--- config.mk ---
export PLATFORM = sky130hd
export DESIGN_NAME = selective_repeat_receive_window_unit
export DESIGN_NICKNAME = d
export VERILOG_FILES = /design/src/hdl/srrw_pkg.sv /design/src/hdl/srrw_in_stage.sv /design/src/hdl/srrw_window_core.sv /design/src/hdl/srrw_out_stage.sv /design/src/hdl/selective_repeat_receive_window_unit.sv
export SDC_FILE = /design/constraint.sdc
export NUM_CORES = 1
export LEC_CHECK = 0
export BUFFER_PORTS_ARGS = -buffer_cell sky130_fd_sc_hd__buf_2
export CORE_AREA = 2 2 199 201
export DETAILED_ROUTE_END_ITERATION = 8
export DIE_AREA = 0 0 201 203
export PLACE_DENSITY_LB_ADDON = 0.25
export SLEW_MARGIN = 10
export SYNTH_ARGS = -nofsm -noshare
export SYNTH_HDL_FRONTEND = slang
export SYNTH_SLANG_ARGS = --single-unit
--- constraint.sdc ---
create_clock -name clk -period 7.1 [get_ports clk]
set_clock_uncertainty 0.15 [all_clocks]
set_input_delay 1.065 -clock clk [delete_from_list [all_inputs] [get_ports clk]]
set_output_delay 1.065 -clock clk [all_outputs]
set_load 0.02 [all_outputs]
--- src/hdl/srrw_pkg.sv ---
`default_nettype none
// ---------------------------------------------------------------------------
// srrw_pkg: shared definitions for the selective-repeat receive window
// Widths, limits, register indexes and the transaction types passed
// between the input stage, the window core and the output stage.
// ---------------------------------------------------------------------------
package srrw_pkg;

    localparam int SEQ_BITS    = 16;
    localparam int MAX_PAYLOAD = 1024;
    localparam int WINDOW_MAX  = 32;

    localparam int PORT_W     = 16;
    localparam int LEN_W      = 11;
    localparam int NEXT_W     = SEQ_BITS + 1;
    localparam int WIN_IDX_W  = (WINDOW_MAX > 1) ? $clog2(WINDOW_MAX) : 1;
    localparam int RUN_W      = $clog2(WINDOW_MAX + 1);
    localparam int OFFSET_W   = 26;
    localparam int BYTES_W    = 27;
    localparam int PROD_W     = SEQ_BITS + 17;

    localparam int WIN_CFG_W  = 6;
    localparam int BUF_CFG_W  = 16;
    localparam int CFG_DATA_W = 16;
    localparam int CFG_IDX_W  = 2;

    localparam logic [CFG_IDX_W-1:0] REG_WINDOW = 2'd0;
    localparam logic [CFG_IDX_W-1:0] REG_BUFFER = 2'd1;

    localparam logic [WIN_CFG_W-1:0] WINDOW_RESET = 6'd4;
    localparam logic [BUF_CFG_W-1:0] BUFFER_RESET = 16'd64;

    typedef struct packed {
        logic [PORT_W-1:0]   src_port;
        logic [SEQ_BITS-1:0] seq_number;
        logic [LEN_W-1:0]    payload_length;
        logic                last_frame;
        logic                frame_bad;
    } item_t;

    typedef struct packed {
        logic [PORT_W-1:0]   ack_port;
        logic [SEQ_BITS-1:0] ack_seq;
        logic                ack_error;
        logic                store_payload;
        logic [OFFSET_W-1:0] store_offset;
        logic                transfer_complete;
        logic [BYTES_W-1:0]  total_bytes;
    } result_t;

    // Handshake status between a stage and the flow control in the top level
    typedef struct packed {
        logic full;
        logic advance;
    } stage_ctrl_t;

endpackage
`default_nettype wire

--- src/hdl/srrw_in_stage.sv ---
`default_nettype none
// ---------------------------------------------------------------------------
// srrw_in_stage: input register for frame headers
// Holds one accepted header until the window core consumes it.
// ---------------------------------------------------------------------------
module srrw_in_stage
    import srrw_pkg::*;
(
    input  wire logic  clk,
    input  wire logic  rst_n,
    input  wire logic  in_valid,
    output logic       in_stall,
    input  wire item_t in_item,
    input  wire logic  advance,
    output logic       full,
    output item_t      item
);

    logic  full_reg;
    logic  full_next;
    item_t item_reg;
    logic  load;

    assign in_stall  = full_reg && !advance;
    assign load      = in_valid && !in_stall;
    assign full_next = load || (full_reg && !advance);

    always_ff @(posedge clk or negedge rst_n)
    begin
        if (!rst_n)
        begin
            full_reg <= 1'b0;
        end
        else
        begin
            full_reg <= full_next;
        end
    end

    always_ff @(posedge clk)
    begin
        if (load)
        begin
            item_reg <= in_item;
        end
    end

    assign full = full_reg;
    assign item = item_reg;

endmodule
`default_nettype wire

--- src/hdl/srrw_window_core.sv ---
`default_nettype none
// ---------------------------------------------------------------------------
// srrw_window_core: receive window state and per-frame update
// Keeps the configuration, next expected sequence, received mask and
// transfer counts; works out one result per consumed header.
// ---------------------------------------------------------------------------
module srrw_window_core
    import srrw_pkg::*;
(
    input  wire logic                  clk,
    input  wire logic                  rst_n,
    input  wire logic                  cfg_write,
    input  wire logic [CFG_IDX_W-1:0]  cfg_index,
    input  wire logic [CFG_DATA_W-1:0] cfg_data,
    input  wire logic                  step,
    input  wire item_t                 item,
    output result_t                    result
);

    logic [WIN_CFG_W-1:0]  window_reg;
    logic [NEXT_W-1:0]     next_exp_reg,  next_exp_next;
    logic [WINDOW_MAX-1:0] mask_reg,      mask_next;
    logic [NEXT_W-1:0]     frames_reg,    frames_next;
    logic [BYTES_W-1:0]    bytes_reg,     bytes_next;
    logic                  done_reg,      done_next;

    logic [RUN_W-1:0]      eff_w;
    logic [NEXT_W:0]       win_end;
    logic                  in_window;
    logic                  is_next;
    logic                  is_ahead;
    logic [NEXT_W-1:0]     idx_full;
    logic [WIN_IDX_W-1:0]  idx;
    logic [RUN_W-1:0]      run;
    logic [WINDOW_MAX-1:0] mask_slid;
    logic [PROD_W-1:0]     offset_full;
    logic [PROD_W-1:0]     buf_prod;
    logic                  store;

    // Zero means a single frame; clamp above the mask size
    always_comb
    begin
        if (window_reg == '0)
        begin
            eff_w = RUN_W'(1);
        end
        else if (int'(window_reg) > WINDOW_MAX)
        begin
            eff_w = RUN_W'(WINDOW_MAX);
        end
        else
        begin
            eff_w = RUN_W'(window_reg);
        end
    end

    assign win_end     = {1'b0, next_exp_reg} + (NEXT_W + 1)'(eff_w);
    assign in_window   = !item.frame_bad && ((NEXT_W + 1)'(item.seq_number) < win_end);
    assign is_next     = NEXT_W'(item.seq_number) == next_exp_reg;
    assign is_ahead    = NEXT_W'(item.seq_number) > next_exp_reg;
    assign idx_full    = NEXT_W'(item.seq_number) - next_exp_reg;
    assign idx         = idx_full[WIN_IDX_W-1:0];
    assign offset_full = PROD_W'(item.seq_number) * PROD_W'(MAX_PAYLOAD);
    assign buf_prod    = PROD_W'(cfg_data[BUF_CFG_W-1:0]) * PROD_W'(MAX_PAYLOAD);

    // Slide distance: first unreceived slot above the head, else the window length
    always_comb
    begin
        run = eff_w;
        for (int i = WINDOW_MAX - 1; i >= 1; i--)
        begin
            if ((i < int'(eff_w)) && !mask_reg[i])
            begin
                run = RUN_W'(i);
            end
        end
    end

    assign mask_slid = mask_reg >> run;

    always_comb
    begin
        next_exp_next = next_exp_reg;
        mask_next     = mask_reg;
        frames_next   = frames_reg;
        bytes_next    = bytes_reg;
        store         = 1'b0;
        if (!done_reg && in_window)
        begin
            if (is_next)
            begin
                store         = 1'b1;
                mask_next     = mask_slid;
                next_exp_next = next_exp_reg + NEXT_W'(run);
            end
            else if (is_ahead && !mask_reg[idx])
            begin
                store          = 1'b1;
                mask_next[idx] = 1'b1;
            end
            if (item.last_frame)
            begin
                bytes_next  = BYTES_W'(offset_full + PROD_W'(item.payload_length));
                frames_next = NEXT_W'(item.seq_number) + NEXT_W'(1);
            end
        end
        done_next = done_reg || (next_exp_next >= frames_next);
    end

    always_ff @(posedge clk or negedge rst_n)
    begin
        if (!rst_n)
        begin
            window_reg   <= WINDOW_RESET;
            next_exp_reg <= '0;
            mask_reg     <= '0;
            frames_reg   <= NEXT_W'(BUFFER_RESET);
            bytes_reg    <= BYTES_W'(PROD_W'(BUFFER_RESET) * PROD_W'(MAX_PAYLOAD));
            done_reg     <= 1'b0;
        end
        else if (cfg_write)
        begin
            unique case (cfg_index)
                REG_WINDOW:
                begin
                    window_reg <= cfg_data[WIN_CFG_W-1:0];
                end
                REG_BUFFER:
                begin
                    frames_reg <= NEXT_W'(cfg_data[BUF_CFG_W-1:0]);
                    bytes_reg  <= BYTES_W'(buf_prod);
                end
                default:
                begin
                end
            endcase
        end
        else if (step)
        begin
            next_exp_reg <= next_exp_next;
            mask_reg     <= mask_next;
            frames_reg   <= frames_next;
            bytes_reg    <= bytes_next;
            done_reg     <= done_next;
        end
    end

    always_comb
    begin
        result.ack_port          = item.src_port;
        result.ack_seq           = item.seq_number;
        result.ack_error         = item.frame_bad;
        result.store_payload     = store;
        result.store_offset      = store ? OFFSET_W'(offset_full) : '0;
        result.transfer_complete = done_next;
        result.total_bytes       = done_next ? bytes_next : '0;
    end

endmodule
`default_nettype wire

--- src/hdl/srrw_out_stage.sv ---
`default_nettype none
// ---------------------------------------------------------------------------
// srrw_out_stage: result register
// Captures one acknowledgement and holds it while the receiver stalls.
// ---------------------------------------------------------------------------
module srrw_out_stage
    import srrw_pkg::*;
(
    input  wire logic        clk,
    input  wire logic        rst_n,
    input  wire stage_ctrl_t ctrl,
    input  wire result_t     result_in,
    input  wire logic        out_stall,
    output logic             out_valid,
    output result_t          result
);

    logic    full_reg;
    logic    full_next;
    result_t result_reg;

    assign full_next = ctrl.advance || (full_reg && out_stall);

    always_ff @(posedge clk or negedge rst_n)
    begin
        if (!rst_n)
        begin
            full_reg <= 1'b0;
        end
        else
        begin
            full_reg <= full_next;
        end
    end

    always_ff @(posedge clk)
    begin
        if (ctrl.advance)
        begin
            result_reg <= result_in;
        end
    end

    assign out_valid = full_reg;
    assign result    = result_reg;

endmodule
`default_nettype wire

--- src/hdl/selective_repeat_receive_window_unit.sv ---
`default_nettype none
// ---------------------------------------------------------------------------
// selective_repeat_receive_window_unit: selective-repeat receiver window
// Takes parsed frame headers and returns one acknowledgement with a store
// command per frame, tracking the window and the transfer completion.
// ---------------------------------------------------------------------------
// Usage:
//   Input channel: in_valid / in_stall with one frame header per transaction.
//   Output channel: out_valid / out_stall with one acknowledgement, store
//   command and completion status per transaction.
//   Configuration: cfg_write with cfg_index 0 sets the window length, index 1
//   the expected frame count (this also reloads the frame and byte counts).
//   Write configuration only while no transaction is in flight.
// Pipeline and throughput:
//   A header accepted into the input register moves through the window core
//   into the result register. One header per cycle is sustained while
//   out_stall is low: the window update (run-of-ones search, mask shift,
//   compare) is combinational between the input and result registers.
// Reset:
//   Window length 4, expected frame count 64, empty mask, next expected 0.
// Stall:
//   While out_stall is high the result register holds; one more header may
//   wait in the input register, after which in_stall rises.
// ---------------------------------------------------------------------------
module selective_repeat_receive_window_unit
    import srrw_pkg::*;
(
    input  wire logic                  clk,
    input  wire logic                  rst_n,
    input  wire logic                  cfg_write,
    input  wire logic [CFG_IDX_W-1:0]  cfg_index,
    input  wire logic [CFG_DATA_W-1:0] cfg_data,
    input  wire logic                  in_valid,
    output logic                       in_stall,
    input  wire logic [PORT_W-1:0]     src_port,
    input  wire logic [SEQ_BITS-1:0]   seq_number,
    input  wire logic [LEN_W-1:0]      payload_length,
    input  wire logic                  last_frame,
    input  wire logic                  frame_bad,
    output logic                       out_valid,
    input  wire logic                  out_stall,
    output logic [PORT_W-1:0]          ack_port,
    output logic [SEQ_BITS-1:0]        ack_seq,
    output logic                       ack_error,
    output logic                       store_payload,
    output logic [OFFSET_W-1:0]        store_offset,
    output logic                       transfer_complete,
    output logic [BYTES_W-1:0]         total_bytes
);

    item_t       in_item;
    item_t       held_item;
    logic        in_full;
    stage_ctrl_t ctrl;
    result_t     core_result;
    result_t     out_result;

    assign in_item.src_port       = src_port;
    assign in_item.seq_number     = seq_number;
    assign in_item.payload_length = payload_length;
    assign in_item.last_frame     = last_frame;
    assign in_item.frame_bad      = frame_bad;

    // Advance the held header when the result register is free or being taken
    assign ctrl.full    = in_full;
    assign ctrl.advance = in_full && (!out_valid || !out_stall);

    srrw_in_stage u_in_stage
    (
        .clk      (clk),
        .rst_n    (rst_n),
        .in_valid (in_valid),
        .in_stall (in_stall),
        .in_item  (in_item),
        .advance  (ctrl.advance),
        .full     (in_full),
        .item     (held_item)
    );

    // Update the window state only on the cycle the header moves on
    srrw_window_core u_core
    (
        .clk       (clk),
        .rst_n     (rst_n),
        .cfg_write (cfg_write),
        .cfg_index (cfg_index),
        .cfg_data  (cfg_data),
        .step      (ctrl.advance),
        .item      (held_item),
        .result    (core_result)
    );

    srrw_out_stage u_out_stage
    (
        .clk       (clk),
        .rst_n     (rst_n),
        .ctrl      (ctrl),
        .result_in (core_result),
        .out_stall (out_stall),
        .out_valid (out_valid),
        .result    (out_result)
    );

    assign ack_port          = out_result.ack_port;
    assign ack_seq           = out_result.ack_seq;
    assign ack_error         = out_result.ack_error;
    assign store_payload     = out_result.store_payload;
    assign store_offset      = out_result.store_offset;
    assign transfer_complete = out_result.transfer_complete;
    assign total_bytes       = out_result.total_bytes;

endmodule
`default_nettype wire

# == Word-level counts from Yosys, hierarchy flattened ==
# Cells that the tools add are included.
# word_totals
mem_count,0
wordCells,212
latch_bits,0
rom_bits,0
register_bits,235
inputBits,68
output_inout_bits,90
ram_bits,0
# classes
n_shift,1
n_lt_le_gt_ge,37
mux,54
n_addsub,5
reduce_logical,89
n_eq_ne,3
multipliers,0
n_bitwise,2
div_mod_pow,0
# op_table
op,count
6-bit two-way mux,33
27-bit two-way mux,5
17-bit two-way mux,7
5-bit by 6-bit < comparator with 1-bit output (first input constant),16
32-bit two-way mux,2
4-bit by 6-bit < comparator with 1-bit output (first input constant),8
1-bit logical AND,39
1-bit logical NOT,38
32-bit OR,1
32-bit by 6-bit >> shifter with 32-bit output,1
26-bit by 11-bit adder with 27-bit output,1
3-bit by 6-bit < comparator with 1-bit output (first input constant),4
17-bit by 6-bit adder with 18-bit output,1
16-bit by 18-bit < comparator with 1-bit output,1
16-bit by 1-bit adder with 17-bit output (second input constant),1
17-bit by 6-bit adder with 17-bit output,1
16-bit by 17-bit equality test with 1-bit output,1
17-bit greater-or-equal comparator,1
16-bit by 17-bit > comparator with 1-bit output,1
2-bit by 6-bit < comparator with 1-bit output (first input constant),2
6-bit > comparator (second input constant),1
6-bit logical NOT,1
1-bit by 6-bit < comparator with 1-bit output (first input constant),1
5-bit by 6-bit < comparator with 1-bit output (second input constant),1
13 further kinds,23

# == Logic depth before layout (Yosys ltp) ==
# Gate-level depths: netlist (run 1).
# depth
word_depth,41
ltp_mapped,38

# == Hierarchy ==
# Synthesis (run 1) repeated with hierarchy kept, for this count alone.
# hier_totals
hier_cells,1536
area_unflattened_um2,15107.0
# modules_own_cells
module,instances,area_each_um2,cells_per_inst,seq_area_each_um2
srrw_window_core,1,11011.8,1395,2506.2
srrw_out_stage,1,2675.1,90,2667.6
srrw_in_stage,1,1408.9,50,1376.3
selective_repeat_receive_window_unit,1,11.3,1,0.0

# == Worst setup path after synthesis (run 1) ==
# No wires, ideal clock.
# synth_path
path_kind,reg-to-reg
startpoint,register u_core.window_reg[1]
endpoint,"register u_out_stage.result_reg, in the netlist u_out_stage.result[0], data pin"
stages_incl_launch_ff,38
path_slack_ps,-93
t_arrival_ps,6772
required_ps,6680
n_path_buf,5
path_cell_list,dfrtp_1 -> buf_6 -> buf_2 -> nor3_1 -> a21oi_1 -> nor2_1 -> ha_1 -> fa_1 -> a211oi_1 -> o21bai_1 -> a21oi_1 -> nor3_1 -> xnor2_1 -> ha_1 -> a21o_1 -> a211o_1 -> a211oi_1 -> o211a_1 -> [... 2 more ...] -> clkbuf_1 -> nand2_1 -> nor2_1 -> xnor2_1 -> ha_1 -> a21o_1 -> a21o_1 -> a21oi_1 -> o21ai_0 -> a21o_1 -> a21oi_1 -> o21ai_0 -> nand3_1 -> nand2_1 -> a31oi_1 -> clkbuf_1 -> clkbuf_1 -> a21oi_1
# synth_between
elab_chain_len,41
# synth_lines
item,line,source
from (decl),srrw_window_core.sv:20,logic [WIN_CFG_W-1:0] window_reg;
from (signal assigned),srrw_window_core.sv:126,window_reg <= cfg_data[WIN_CFG_W-1:0];
6-bit > comparator,srrw_window_core.sv:47,else if (int'(window_reg) > WINDOW_MAX)
6-bit two-way mux,srrw_window_core.sv:47,
6-bit two-way mux *,srrw_window_core.sv:43,if (window_reg == '0)
5-bit by 6-bit < comparator with 1-bit output,srrw_window_core.sv:72,if ((i < int'(eff_w)) && !mask_reg[i])
1-bit logical AND,srrw_window_core.sv:72,
6-bit two-way mux (31 in a row),srrw_window_core.sv:72,
17-bit by 6-bit adder with 17-bit output,srrw_window_core.sv:94,next_exp_next = next_exp_reg + NEXT_W'(run);
17-bit two-way mux,srrw_window_core.sv:90,if (is_next)
17-bit two-way mux *,srrw_window_core.sv:88,if (!done_reg && in_window)
via u_core.next_exp_next[6],srrw_window_core.sv:21,"logic [NEXT_W-1:0] next_exp_reg, next_exp_next;"
17-bit greater-or-equal comparator *,srrw_window_core.sv:107,done_next = done_reg || (next_exp_next >= frames_next);
1-bit logical OR *,srrw_window_core.sv:107,
to (signal assigned),srrw_out_stage.sv:40,result_reg <= result_in;
to (decl),srrw_out_stage.sv:20,result_t result_reg;
# The timed path passes the listed nets; every way through them passes the cells marked *.
# A chain may end at the register's enable or synchronous reset.

# == Worst setup path in the final report (run 1) ==
# layout_path
startpoint,register u_core.window_reg[2]
endpoint,"register u_out_stage.result_reg, in the netlist u_out_stage.result[5], data pin"
# The elaborated chain is that of the path after synthesis.

==> impl_metrics.py, run 1 <==
metrics = {
    "global_routing": {
        "met2_usage_pct": 40.3,
        "antenna_found_initial": 2,
        "grt_usage_pct": 26.8,
        "gr-max-usage-layer": "met2",
        "use_met1_pct": 36.2,
        "overflow": 0,
        "grt_pass1_vias": 13900,
        "grt_max_degree": 55,
        "grt_pass1_wl_um": 84400,
        "gr-usage-met3_pct": 6.84,
    },
    "drt": {
        "dr.first_iter.drc_count": 1578,
        "totalWireLength_um": 55400,
        "route.detailed.drc": 0,
        "ant_nets": 0,
        "first_pass_iters": 7,
        "post_drt_wl_per_cell_um": 23.9,
        "avgViaCountPerCell": 6.18,
        "vias": 14300,
    },
    "logic_synthesis": {
        "yosys.area.top_type": "edfxtp_1",
        "synth_ff_type": "edfxtp_1",
        "synth_area_sq_um": 15400,
        "synth_common_cells": "nand2_1, nor2_1, a21oi_1",
        "synthCells": 1651,
        "ys_top_cells_by_area": "edfxtp_1, dfrtp_1, ha_1",
        "seq_area_frac_synth_pct": 40.7,
        "synthArstFlopShare_pct": 45.3,
        "synth_edf_count": 123,
        "post-synth-top-count-cell": "nand2_1",
        "ys_types": 98,
        "syn_area_per_cell_sq_um": 9.30,
        "yosysWarnings": 0,
        "synth.ff_latch_count": 225,
        "synth.top_cell.area_share_pct": 24.1,
    },
    "placed_design": {
        "placed_area_sq_um": 16700,
        "finalWeightedCongestion": 1.04,
        "numPortBuffers": 147,
        "placedCellCount": 2267,
        "post-place-ws_ns": 0.196,
        "dp_hpwl_um": 40500,
    },
    "setup_path": {
        "slowest_stage": "dfstp_2",
        "critPathRequiredTime_ns": 7.25,
        "path_max_fanout": 29,
        "start_kind": "flip-flop",
        "critPathCaptureType": "flip-flop",
        "critPathMaxStageDelay_ns": 0.52,
        "worstPathArrival_ns": 6.86,
        "critPathKind": "reg2reg",
        "path_common_cell": "a21o_1",
    },
    "power": {
        "p_leak_uw": 0.00723,
        "peakVddDrop_mv": 0.177,
        "cellPowerDensity_nw_per_um2": 236,
    },
    "sta": {
        "hold_ws_ns": 0.260,
        "slew_viol_final": 0,
        "setup_slack_ns": 0.393,
        "final_hold_viol_count": 0,
        "period_needed_ns": 6.71,
        "setup_viol": 0,
        "fin_crit_sh_pct": 94.5,
        "fmaxAchievable_mhz": 149,
        "tightest_slew_ns": 1.22,
        "slew_headroom_pct": 18.1,
    },
    "floorplan": {
        "initial_utilization_pct": 39.9,
        "core_area_sq_um": 38500,
        "die_w_um": 201,
        "rows": 72,
        "fp.dieH_um": 203,
        "io_pins": 158,
        "die-area_sq_um": 40800,
    },
    "clock_tree": {
        "cts_tree": "yes",
        "clock_sinks": 225,
        "path_clk_slew_ns": 0.06,
        "cts_max_level": 1,
        "clock_latency_ns": 0.57,
        "cts_buffers": 28,
        "cts_buffer_depth": 3,
        "cts-root-buf": "clkbuf_16",
        "ctsHoldBuffers": 0,
    },
    "layout": {
        "final_util_pct": 46.1,
        "seqCellArea_sq_um": 6250,
        "nets": 1913,
        "final_cells": 2320,
        "final_area_sq_um": 17700,
        "multi_input_area_sq_um": 8420,
        "largest_register_ffs": 78,
        "area_delta_synth_final_pct": 15.4,
        "drive_gt1_share_pct": 19.3,
        "nFillCells": 3738,
    },
    "outcome": {
        "outcome": "finished clean",
    },
    "worst_hold_path": {
        "hold_class": "reg2reg",
    },
    "flow_run": {
        "maxCapViolations": 0,
    },
}
## per-stage QoR
step                      setup TNS [ns]  total power, uW
after floorplan                        0             2400
after global placement                 0             2720
after detailed placement               0             2730
after CTS                              0             4190
after global routing              -0.351             4380
final                                  0             4190
## report_power, final
group | switching [uW] | internal [uW] | leakage (uW)
sequential | 78.0 | 1510 | 0.00247
combinational | 739 | 418 | 0.00432
clock | 599 | 845 | 0.000442
## cell families (layout without fill, tap and decap cells)
kind of cell / after synthesis / count (layout) / share of synthesized area, %
AO/OA/AOI/OAI: 511 / 511 / 23.0
XOR/XNOR: 70 / 70 / 3.99
adder cells (fa/ha/maj): 66 / 66 / 5.52
buffers and inverters: 177 / 318 / 5.04
flip-flops: 225 / 225 / 40.7
multiplexers: 53 / 53 / 4.49
other: 1 / 11 / 0.0244
AND/OR/NAND/NOR: 548 / 548 / 17.2
## timing repair
action,CTS,global route
endpoints found under the setup margin,0,29
resized for setup,0,10
setup buffers,0,0
## critical path: cells and delay by family (launching register included)
| kind | cells | cell delay [ns] |
|---|---|---|
| adders and majority gates | 4 | 1.25 |
| and+or+nand+nor | 6 | 0.46 |
| AOI/OAI and AO/OA | 20 | 3.71 |
| DFF | 1 | 0.52 |
| xor gates and xnor gates | 1 | 0.13 |
| buffers and inverters | 1 | 0.22 |
## routing by layer
metal	routed length, um	up-vias
met5	13	-
met4	2880	2
met3	5850	180
met2	23800	783
met1	22900	6935
li1	-	6440
## final cells by class
cell class | count | share of cell area (%)
Antenna cell | 1 | 0.0141
Clock buffer | 36 | 4.12
Clock inverter | 16 | 1.09
Inverter | 47 | 0.996
Multi-Input combinational cell | 1258 | 47.5
Sequential cell | 225 | 35.3
Tap cell | 518 | 3.66
Timing Repair Buffer | 219 | 7.31
## final timing paths
check,to,cells past startpoint,slack (ns),start
hold / removal,u_out_stage.result[73]$_DFFE_PP_,0,0.26,u_in_stage.item[30]$_DFFE_PP_
min in group asynchronous,u_core.mask_reg[24]$_DFFE_PN0P_,1,0.41,rst_n
setup reg to reg,u_out_stage.result[5]$_SDFFCE_PN0P_,32,0.39,u_core.window_reg[2]$_DFFE_PN1P_
max in group asynchronous,u_core.bytes_reg[1]$_DFFE_PN0P_,2,5.06,rst_n
hold reg to reg,u_out_stage.result[73]$_DFFE_PP_,0,0.26,u_in_stage.item[30]$_DFFE_PP_
setup / recovery,u_out_stage.result[5]$_SDFFCE_PN0P_,32,0.39,u_core.window_reg[2]$_DFFE_PN1P_
## layout by cell type (no fill, tap or decap), types with 14 or more instances in the layout
master and count:
nand2_1 177, buf_2 146, nor2_1 141, a21oi_1 124, edfxtp_1 123, dfrtp_1 99, o21ai_0 87, buf_4 71
ha_1 63, nand3_1 59, xnor2_1 55, inv_1 42, nor3_1 34, a211oi_1 32, and3_1 29, clkbuf_16 28
mux2i_1 25, a31oi_1 22, o211ai_1 21, a22oi_1 21, a21o_1 19, mux2_2 17, nand4_1 15, xor2_1 15
nor4_1 14
(Power assumes the default switching activity.)
==> inputs of run 2 (changes only) <==
clock period = 8 ns   (was 7.1 ns; I/O delays follow)
==> run 2 against run 1 <==
Against the previous run:
- count of clock-buffer cells in the layout decreased by 3
- non-clock buffer count shrank 23
- via count fell by 1.2%
- sequential power fell by 11%
- first-iteration DRC count fell by 10%
- combinational power shrank 13%
- final cell count shrank 1.1%
- global-route usage shrank 0.46 points
- wire length decreased by 0.48%
- critical path type unchanged
- critical endpoint is now u_out_stage.result[21]$_SDFFCE_PN0P_
- largest cell class unchanged
==> impl_metrics.py, run 2 (synthesis gave the netlist of run 1 again) <==
metrics = {
    "clock_tree": {
        "clock_latency_ns": 0.56,
        "ctsHoldBuffers": 0,
        "cts_tree": "yes",
        "post_cts_buffers": 0,
        "cts_resized": 0,
        "cts_max_level": 1,
        "clock_sinks": 225,
        "cts_buffer_depth": 3,
        "cts-root-buf": "clkbuf_16",
        "cts_buffers": 27,
        "path_clk_slew_ns": 0.06,
    },
    "drt": {
        "ant_nets": 0,
        "route.detailed.drc": 0,
        "totalWireLength_um": 55200,
        "vias": 14200,
        "dr.first_iter.drc_count": 1414,
        "first_pass_iters": 6,
        "avgViaCountPerCell": 6.18,
        "post_drt_wl_per_cell_um": 24.0,
    },
    "sta": {
        "slew_viol_final": 0,
        "fin_crit_sh_pct": 91.7,
        "hold_ws_ns": 0.269,
        "rsz0062_at_grt": "no",
        "period_needed_ns": 7.33,
        "tns_ns": 0,
        "fmaxAchievable_mhz": 136,
        "tightest_slew_ns": 1.19,
        "final_hold_viol_count": 0,
        "slew_headroom_pct": 20.9,
        "setup_viol": 0,
    },
    "global_routing": {
        "overflow": 0,
        "grt_usage_pct": 26.3,
        "grt_pass1_wl_um": 83100,
        "antenna_found_initial": 1,
        "grt_max_degree": 67,
        "grt_pass1_vias": 13700,
    },
    "worst_hold_path": {
        "hold_path_startpoint": "u_in_stage.item[36]$_DFFE_PP_",
        "hold_class": "reg2reg",
        "whs_endpoint": "u_out_stage.result[79]$_DFFE_PP_",
        "hold_depth": 0,
    },
    "layout": {
        "nFillCells": 3694,
        "layout_commonest_cell": "nand2_1",
        "drive_gt1_share_pct": 18.0,
        "nets": 1889,
        "final_area_sq_um": 17600,
        "largest_register_ffs": 78,
        "layout_common_cells": "nand2_1, buf_2, nor2_1",
        "final_util_pct": 45.7,
        "area_delta_synth_final_pct": 14.6,
    },
    "power": {
        "cellPowerDensity_nw_per_um2": 218,
        "p_leak_uw": 0.00716,
        "p_comb_share_pct": 26.4,
        "peakVddDrop_mv": 0.180,
        "power.share.clock_pct": 36.9,
        "switchingPower_uw": 1240,
        "pwr-share-seq_pct": 36.7,
        "p_int_uw": 2600,
        "swShare_pct": 32.3,
        "power_uw": 3840,
    },
    "setup_path": {
        "critPathRequiredTime_ns": 8.14,
        "path_common_cell": "a21oi_1",
        "reg2reg_to": "u_out_stage.result[21]$_SDFFCE_PN0P_",
        "rr_worst_depth": 34,
        "critPathMaxStageDelay_ns": 0.53,
        "path_max_fanout": 29,
        "worstPathArrival_ns": 7.47,
        "crit-reg2reg-launch": "u_core.window_reg[2]$_DFFE_PN1P_",
        "slowest_stage": "dfstp_2",
        "cp_num_buf_inv": 3,
        "path_delay_family": "compound AO/OA/AOI/OAI gates",
        "critPathKind": "reg2reg",
        "reg2reg_slack_ns": 0.67,
        "start_kind": "flip-flop",
        "critPathCaptureType": "flip-flop",
    },
    "outcome": {
        "outcome": "finished clean",
    },
    "floorplan": {
        "initial_utilization_pct": 39.9,
        "die_w_um": 201,
        "io_pins": 158,
        "die-area_sq_um": 40800,
        "fp.dieH_um": 203,
        "rows": 72,
        "core_area_sq_um": 38500,
    },
    "placed_design": {
        "numPortBuffers": 147,
        "placed_area_sq_um": 16600,
        "finalWeightedCongestion": 0.968,
        "dp_hpwl_um": 39600,
    },
    "flow_run": {
        "maxCapViolations": 0,
    },
}
==> run 2: changes by cell type in the layout (fill, tap and decap cells not counted), sizes merged <==
cell / change
buf: -23
bufinv: +5
clkbuf: -3
clkinv: -2
clkinvlp: -2
inv: -1
==> run 2: how the worst max path moves through the flow <==
stage	start	to	slack, ns	cells after the start
CTS	u_core.window_reg[2]$_DFFE_PN1P_	u_out_stage.result[23]$_SDFFCE_PN0P_	0.66	34
global route	u_core.window_reg[2]$_DFFE_PN1P_	u_out_stage.result[23]$_SDFFCE_PN0P_	0.16	34
finish	u_core.window_reg[2]$_DFFE_PN1P_	u_out_stage.result[21]$_SDFFCE_PN0P_	0.67	34
floorplan	u_core.window_reg[1]$_DFFE_PN0P_	u_out_stage.result[0]$_SDFFCE_PN0P_	0.81	37
detailed placement	u_core.window_reg[2]$_DFFE_PN1P_	u_out_stage.result[19]$_SDFFCE_PN0P_	0.70	34
global placement	u_core.window_reg[2]$_DFFE_PN1P_	u_out_stage.result[13]$_SDFFCE_PN0P_	0.83	34
==> run 2: power by group through the flow <==
stage | clock (uW) | sequential, uW | combinational (uW)
finish | 1420 | 1410 | 1010
floorplan | 0 | 1450 | 679
CTS | 1440 | 1410 | 1000
global placement | 0 | 1430 | 985
detailed placement | 0 | 1430 | 994
global route | 1490 | 1420 | 1110
==> run 2: per-layer routing <==
layer  routed length [um]  part of all wire (%)  up-vias  GRT usage, %
li1                     -                     -     6381             -
met3                 5110                   9.3      176          5.15
met2                24700                    45      754          41.0
met1                22700                    41     6859          35.6
met5                    0                     0        -             0
met4                 2640                   4.8        0          12.0
==> run 2: layout make-up <==
cell class / count / area (sq um) / share of cell area [%]
Clock inverter: 16 / 309 / 1.76
Inverter: 47 / 176 / 1.00
Sequential cell: 225 / 6250 / 35.5
Antenna cell: 1 / 2.50 / 0.0142
Clock buffer: 33 / 718 / 4.08
Tap cell: 518 / 648 / 3.68
Multi-Input combinational cell: 1258 / 8380 / 47.7
Timing Repair Buffer: 196 / 1110 / 6.29
==> run 2: worst reg2reg max path, delay by kind of cell (launching register included) <==
kind / cells / cell delay [ns]
compound gates: 19 / 3.74
flops: 1 / 0.53
xor+xnor: 1 / 0.14
fa+ha+maj: 4 / 1.31
simple gates: 7 / 0.53
buf+inv: 3 / 0.69
==> run 2: through the flow <==
stage / setup WS [ns] / std cells
4_1_cts: 0.656 / 2293
6_report: 0.666 / 2294
2_1_floorplan: 0.807 / 1660
5_1_grt: 0.164 / 2294
3_5_place_dp: 0.699 / 2244
3_3_place_gp: 0.831 / 2244
